--- config.mk ---
export PLATFORM = sky130hd
export DESIGN_NAME = scpa_ram
export DESIGN_NICKNAME = d
export VERILOG_FILES = /design/src/sv/scpa_ram.sv
export SDC_FILE = /design/constraint.sdc
export NUM_CORES = 1
export LEC_CHECK = 0
export ABC_AREA = 1
export BUFFER_PORTS_ARGS = -buffer_cell sky130_fd_sc_hd__buf_2
export CAP_MARGIN = 15
export CORE_MARGIN = 1
export CORE_UTILIZATION = 50
export CTS_CLUSTER_DIAMETER = 200
export DETAILED_ROUTE_END_ITERATION = 10
export GPL_TIMING_DRIVEN = 0
export PLACE_DENSITY = 0.67
export SLEW_MARGIN = 0
export SYNTH_ARGS = -nofsm -noshare
export SYNTH_HDL_FRONTEND = slang
export SYNTH_SLANG_ARGS = --single-unit
--- constraint.sdc ---
create_clock -name clock -period 1.24 [get_ports clock]
set_input_delay 0.124 -clock clock [delete_from_list [all_inputs] [get_ports clock]]
set_output_delay 0.124 -clock clock [all_outputs]
set_load 0.05 [all_outputs]
--- src/sv/scpa_ram.sv ---
`timescale 1ns / 1ps
// Generic single write, single read synchronous RAM with registered read data.
module scpa_ram #(
   parameter int WIDTH = 8,
   parameter int DEPTH = 16
) (
   input  logic                     clock,
   input  logic                     wr_en,
   input  logic [$clog2(DEPTH)-1:0] wr_addr,
   input  logic [WIDTH-1:0]         wr_data,
   input  logic [$clog2(DEPTH)-1:0] rd_addr,
   output logic [WIDTH-1:0]         rd_data
);

   logic [WIDTH-1:0] mem [DEPTH];
   logic [WIDTH-1:0] rd_data_ff;

   // Write port and registered read port.
   always_ff @(posedge clock) begin
      if (wr_en) begin
         mem[wr_addr] <= wr_data;
      end
      rd_data_ff <= mem[rd_addr];
   end

   assign rd_data = rd_data_ff;

endmodule

==> summary.md, run 1 <==
| Metric | Value |
|---|---|
| Crit path required time | `~1.3 ns` |
| Die Width | `~110 um` |
| TritonCTS buffer count | `17` |
| Peak VDD IR | `893 uV` |
| Fin cells | `about 750` |
| Largest net degree at the start of global routing | `17` |
| Startpoint types | `primary input` |
| Syn nets | `between 500 and 600` |
| Worst Tran Pin Value | `around 0.88 ns` |
| Sequential group share of total power | `47.6%` |
| Root Buffer | `clkbuf_16` |
| # setup viols final | `0` |
| Dpl cell area | `between 6000 and 7000 um^2` |
| DRC | `0` |
| Clk slew on worst S/H paths | `~0.050 ns` |
| MaxCap Viol Count | `0` |
| Max-slew violations | `0` |
| Aggregate global routing overflow | `0` |
| Routability cong. | `0.878` |
| Per-cell routed wire length | `between 15 and 20 um` |
| Crit-path max FO | `8` |
| TritonRoute pass-1 iters | `5` |
| Vias in the first global route | `3,715` |
| Starting Density | `a little over half` |
| Die H | `109 um` |
| Initial antenna violation count | `0` |
| Number of cell rows | `38` |
| Longest Clk Path Bufs | `2` |
| Leak pwr | `about 2.9 nW` |
| Register area share after synthesis | `between 60% and 70%` |
| Area Growth Syn to Fin | `14.9%` |
| Worst-Skew Late Latency | `~0.4 ns` |
| CP cell instances | `buf_2, nand3b_1, nor2_1` |
| Tcrit/Tclk final | `between 90% and 100%` |
| Pwr/cell area | `1640 nW/um^2` |
| Yosys reg bits | `roughly 140` |
| Family with the most delay on the worst path | `simple AND/OR/NAND/NOR gates` |
| Hold Path Cell Cnt | `4` |
| Synthesized area per cell | `between 10 and 15 um^2` |
| Max Clock Freq | `~850 MHz` |
| Rel. slew slack | `about 41%` |
| WP depth | `3` |
| Most frequent cells in the layout | `nand2_1 (173), edfxtp_1 (128), inv_1 (100)` |
| Cell Count Post-Placement | `~710` |
| Cells after synthesis | `between 500 and 600` |
| Post-CTS sizing | `0` |
| Share of cells above drive strength 1 | `11.9%` |
| Nets | `610` |
| Initial DRC count | `375` |
| Full die area | `about 12,000 um^2` |
| Sw Ratio | `22.0%` |
| Clock Power Share | `a little under half` |
| CTS H-Tree Depth | `4` |
| Final min period | `about 1.2 ns` |
| Hold buffers post-CTS | `0` |
| Vias per cell | `5.31` |
| CP Buf/Inv Count | `1` |
| Worst r2r path cells | `6` |
| Clock Sinks | `between 100 and 150` |
| Arrival time worst endpoint | `between 1 and 1.5 ns` |
| Core area | `~11,000 um^2` |
| First-pass GRT wire length | `between 20 and 25 mm` |
| Routed wire length | `around 14 mm` |
| Most common cell after layout, fill and taps aside | `nand2_1` |
| Clock skew | `roughly 0.0039 ns` |
| Critical Path Sink Type | `register` |
| CP max stage delay | `between 0.7 and 0.8 ns` |
| HPWL after DPL | `9.05 mm` |
| RSZ-0062 raised after global routing | `no` |
| GRT Overall Usage | `around 26%` |
| TritonCTS clock tree | `yes` |
| Via count | `between 3,000 and 4,000` |
| Post-synth cell types | `12` |
| Final Hold Vio Count | `0` |
| Sw Pwr | `around 2.4 mW` |
| Antenna Nets Post-Route | `0` |
| Gate power share | `under 10%` |
| N_diodes | `0` |
| Design area | `approximately 6600 um^2` |
| Port bufs | `22` |
| Crit path kind | `primary input to register` |
| Outcome | `finished clean` |
| Post CTS Setup Buffer Count | `0` |
| Critical path's slowest cell | `nor2_1` |
| Worst Hold Class | `primary input to register` |
| Mapped Area | `5770 um^2` |
| # IOs | `26` |
| Int Power | `roughly 8.5 mW` |
| Yosys warnings | `0` |
==> flip-flops by register name, summed over array words and instances (netlist names) <==
name	flops
rd_data	8
mem	128
==> kinds of logic (layout without fill, tap and decap cells) <==
kind of cell           Yosys count  in the layout  share of synthesized area (%)
buffers and inverters          126            180                           9.52
AND/OR/NAND/NOR                289            289                           21.0
flip-flops                     136            136                           69.4
==> per-layer routing <==
| layer | part of all wire, % | vias to the layer above | routed length (um) | track usage (%) |
|---|---|---|---|---|
| li1 | - | 1856 | - | - |
| met1 | 43 | 1877 | 6000 | 36.1 |
| met2 | 46 | 201 | 6480 | 39.4 |
| met3 | 9.1 | 25 | 1280 | 5.63 |
| met4 | 2.3 | 0 | 327 | 11.0 |
| met5 | 0 | - | 0 | 0 |
==> worst min-delay path, cell delays in order <==
cell and delay (ns):
buf_2 0.15, nand3_1 0.09, nand3_1 0.07, nand2_1 0.06
==> layout make-up <==
cell class / instances / area, um^2
Tap cell: 140 / 175
Clock inverter: 10 / 128
Fill cell: 911 / 4410
Buffer: 24 / 166
Clock buffer: 22 / 444
Inverter: 102 / 383
Timing Repair Buffer: 22 / 110
Sequential cell: 136 / 4000
Multi-Input combinational cell: 289 / 1210
==> Yosys cell counts <==
library cell	n	area share (%)
buf_1	1	0.065
nand3b_1	2	0.26
nand3_1	97	8.4
nand2_1	173	11
inv_1	100	6.5
buf_2	13	1.1
edfxtp_1	128	67
buf_6	6	1.2
buf_4	4	0.52
dfxtp_1	8	2.8
nor2_1	17	1.1
inv_2	2	0.13
==> power groups by stage <==
stage                     registers [mW]  clock network [mW]  logic, mW
after floorplan                     5.37                   0      0.363
after global placement              5.26                   0      0.754
after detailed placement            5.26                   0      0.763
after CTS                           5.17                4.95      0.770
after global routing                5.18                5.15      0.834
final                               5.17                4.92      0.775
==> final timing paths <==
path,startpoint,endpoint,slack [ns]
max,wr_addr[3],mem[6][4]$_DFFE_PP_,0.06
min reg2reg,mem[6][2]$_DFFE_PP_,rd_data[2]$_DFF_P_,0.69
min,rd_addr[2],rd_data[0]$_DFF_P_,0.12
max reg2reg,mem[10][4]$_DFFE_PP_,rd_data[4]$_DFF_P_,0.20
==> through the flow <==
| step | utilization (%) | TNS (ns) | worst slack, ns | total power, mW | hold slack [ns] |
|---|---|---|---|---|---|
| detailed placement | 54.9 | -32.85 | -0.375 | 6.03 | 0.537 |
| global placement | 54.9 | -27.94 | -0.331 | 6.01 | 0.549 |
| finish | 60.0 | 0 | 0.0648 | 10.9 | 0.121 |
| global route | 60.0 | 0 | 0.00437 | 11.2 | 0.125 |
| CTS | 60.0 | 0 | 0.0568 | 10.9 | 0.111 |
| floorplan | - | 0 | 0.165 | 5.73 | 0.223 |
Note: power is estimated with default switching activity, not from simulation.
==> inputs of run 2 (changes only) <==
Settings changed: BUFFER_PORTS_ARGS -buffer_cell sky130_fd_sc_hd__buf_2 to unset, DONT_BUFFER_PORTS set to 1, PLACE_DENSITY 0.67 to unset.
==> run 2 against run 1 <==
The flow now finishes with violations (negative setup slack). Clock power rose by 3%. Highest routed layer unchanged. Total power is 0.97% higher. Global-route usage shrank 0.64 points. Sequential power is 2% higher. Sequential share of layout area is 0.091 points higher. Critical endpoint is now mem[7][7]$_DFFE_PP_. Clock skew increased by 0.0024 ns. Critical path depth shrank 1. Clock-buffer cell count shrank 2.
==> summary.md, run 2 (synthesized netlist as in run 1, its figures left out) <==
| Metric | Value |
|---|---|
| Die Width | `about 110 um` |
| CP Buf/Inv Count | `0` |
| Most frequent cells in the layout | `nand2_1 (173), edfxtp_1 (128), inv_1 (100)` |
| Post-CTS sizing | `0` |
| Post CTS Setup Buffer Count | `0` |
| MaxCap Viol Count | `0` |
| Startpoint types | `primary input` |
| First-pass GRT wire length | `around 21 mm` |
| # IOs | `26` |
| Full die area | `12,000 um^2` |
| Metal3 WL | `just under 1 mm` |
| Aggregate global routing overflow | `0` |
| Longest Clk Path Bufs | `2` |
| Vias in the first global route | `between 3,000 and 4,000` |
| Largest net degree at the start of global routing | `17` |
| Clock Sinks | `between 100 and 150` |
| Worst Tran Pin Value | `1.13 ns` |
| Worst-Skew Late Latency | `between 0.4 and 0.5 ns` |
| RSZ-0062 raised after global routing | `yes` |
| Tot Pwr | `11.0 mW` |
| Clock skew | `between 0.006 and 0.007 ns` |
| Leak pwr | `~2.8 nW` |
| Routability cong. | `~0.84` |
| TritonCTS buffer count | `17` |
| HPWL after DPL | `just under 9 mm` |
| Setup slack after layout | `-0.0309 ns` |
| Port bufs | `0` |
| Met1 wire length | `between 6 and 7 mm` |
| Outcome | `finished with violations` |
| Crit-path max FO | `8` |
| Rel. slew slack | `24.2%` |
| Met2 Routed Length | `~6 mm` |
| Routed wire length | `13.7 mm` |
| Share of cells above drive strength 1 | `around 8.6%` |
| Nets | `596` |
| CTS H-Tree Depth | `4` |
| Max Clock Freq | `between 700 and 800 MHz` |
| Cell Count Post-Placement | `between 600 and 700` |
| Initial antenna violation count | `0` |
| CP cell instances | `nand3b_1, nor2_1` |
| Violated checks | `negative setup slack` |
| Starting Density | `52.3%` |
| CP max stage delay | `0.91 ns` |
| Tcrit/Tclk final | `102%` |
| Arrival time worst endpoint | `1.30 ns` |
| Antenna Nets Post-Route | `0` |
| Crit path kind | `primary input to register` |
| Critical path's slowest cell | `nor2_1` |
| Max FFs per register | `~130` |
| Top sig layer | `met4` |
| TritonCTS clock tree | `yes` |
| Fin cells | `730` |
| Pwr/cell area | `1660 nW/um^2` |
| DRC | `0` |
| # setup viols final | `8` |
| N_diodes | `0` |
| Root Buffer | `clkbuf_16` |
| Most common cell after layout, fill and taps aside | `nand2_1` |
| Worst r2r path cells | `6` |
| Final min period | `approximately 1.3 ns` |
| Final Hold Vio Count | `0` |
| Max-slew violations | `0` |
| Clk slew on worst S/H paths | `~0.06 ns` |
| Vias per cell | `between 5 and 6` |
| Core area | `roughly 11,000 um^2` |
| Via count | `approximately 3,800` |
| Fill count | `~940` |
| Crit path required time | `1.27 ns` |
| WP depth | `2` |
| Worst Hold Class | `primary input to register` |
| Area Growth Syn to Fin | `14.7%` |
| Initial DRC count | `370` |
| Hold Path Cell Cnt | `4` |
| Reg with most FFs | `mem` |
| Critical Path Sink Type | `register` |
| Die H | `about 110 um` |
| Peak VDD IR | `around 970 uV` |
| Number of cell rows | `38` |
| Family with the most delay on the worst path | `simple AND/OR/NAND/NOR gates` |
| TritonRoute pass-1 iters | `5` |
| GRT Overall Usage | `25.2%` |
| Per-cell routed wire length | `roughly 19 um` |
[run 2: cell count changes in the layout (fill, tap and decap cells not counted), sizes merged]
cell         before  now
buf              46   24
dlygate4sd3       0    8
clkbuf           22   20
bufinv            3    4
clkinv            5    6
clkinvlp          2    1
[run 2: report_power, final]
part | switching [mW] | internal, mW | leakage (nW)
logic | 0.444 | 0.179 | 1.33
registers | 0.133 | 5.14 | 1.22
clock network | 1.75 | 3.32 | 0.288
[run 2: final timing paths]
kind                            slack (ns)                  end                 start
worst max-delay path                 -0.03  mem[7][7]$_DFFE_PP_            wr_addr[3]
worst min-delay path                  0.16   rd_data[5]$_DFF_P_            rd_addr[2]
worst max register to register        0.21   rd_data[0]$_DFF_P_   mem[3][0]$_DFFE_PP_
worst min register to register        0.68   rd_data[5]$_DFF_P_  mem[13][5]$_DFFE_PP_
[run 2: cell type report]
cell class | count | area, um^2 | share of cell area [%]
inverters | 102 | 383 | 5.79
plain buffers | 24 | 166 | 2.52
clock buffers | 20 | 437 | 6.60
clock inverters | 11 | 155 | 2.35
well taps | 140 | 175 | 2.65
multi-input cells | 289 | 1210 | 18.4
repair buffers | 8 | 80.1 | 1.21
flip-flops and latches | 136 | 4000 | 60.5
[run 2: metrics by stage]
step | instance area [um^2] | utilization, % | setup TNS (ns) | hold WS, ns | setup slack [ns]
3_3_place_gp | 5940 | 53.9 | -17.24 | 0.224 | -0.413
3_5_place_dp | 5940 | 53.9 | -18.42 | 0.224 | -0.420
5_1_grt | 6610 | 60.0 | -0.925 | 0.163 | -0.0624
4_1_cts | 6610 | 60.0 | 0 | 0.152 | 0.0203
6_report | 6610 | 60.0 | -0.230 | 0.164 | -0.0309
2_1_floorplan | 5770 | - | 0 | 0.223 | 0.165
[run 2: per-layer routing]
layer	up-vias	global-route usage (%)
met5	-	0
met4	0	12.5
met3	26	4.92
met2	161	35.5
met1	1782	37.4
li1	1826	-
[run 2: what timing repair did]
action	in CTS	in global routing
endpoints found under the hold margin	128	0
endpoints found under the setup margin	0	16
hold buffers	8	0
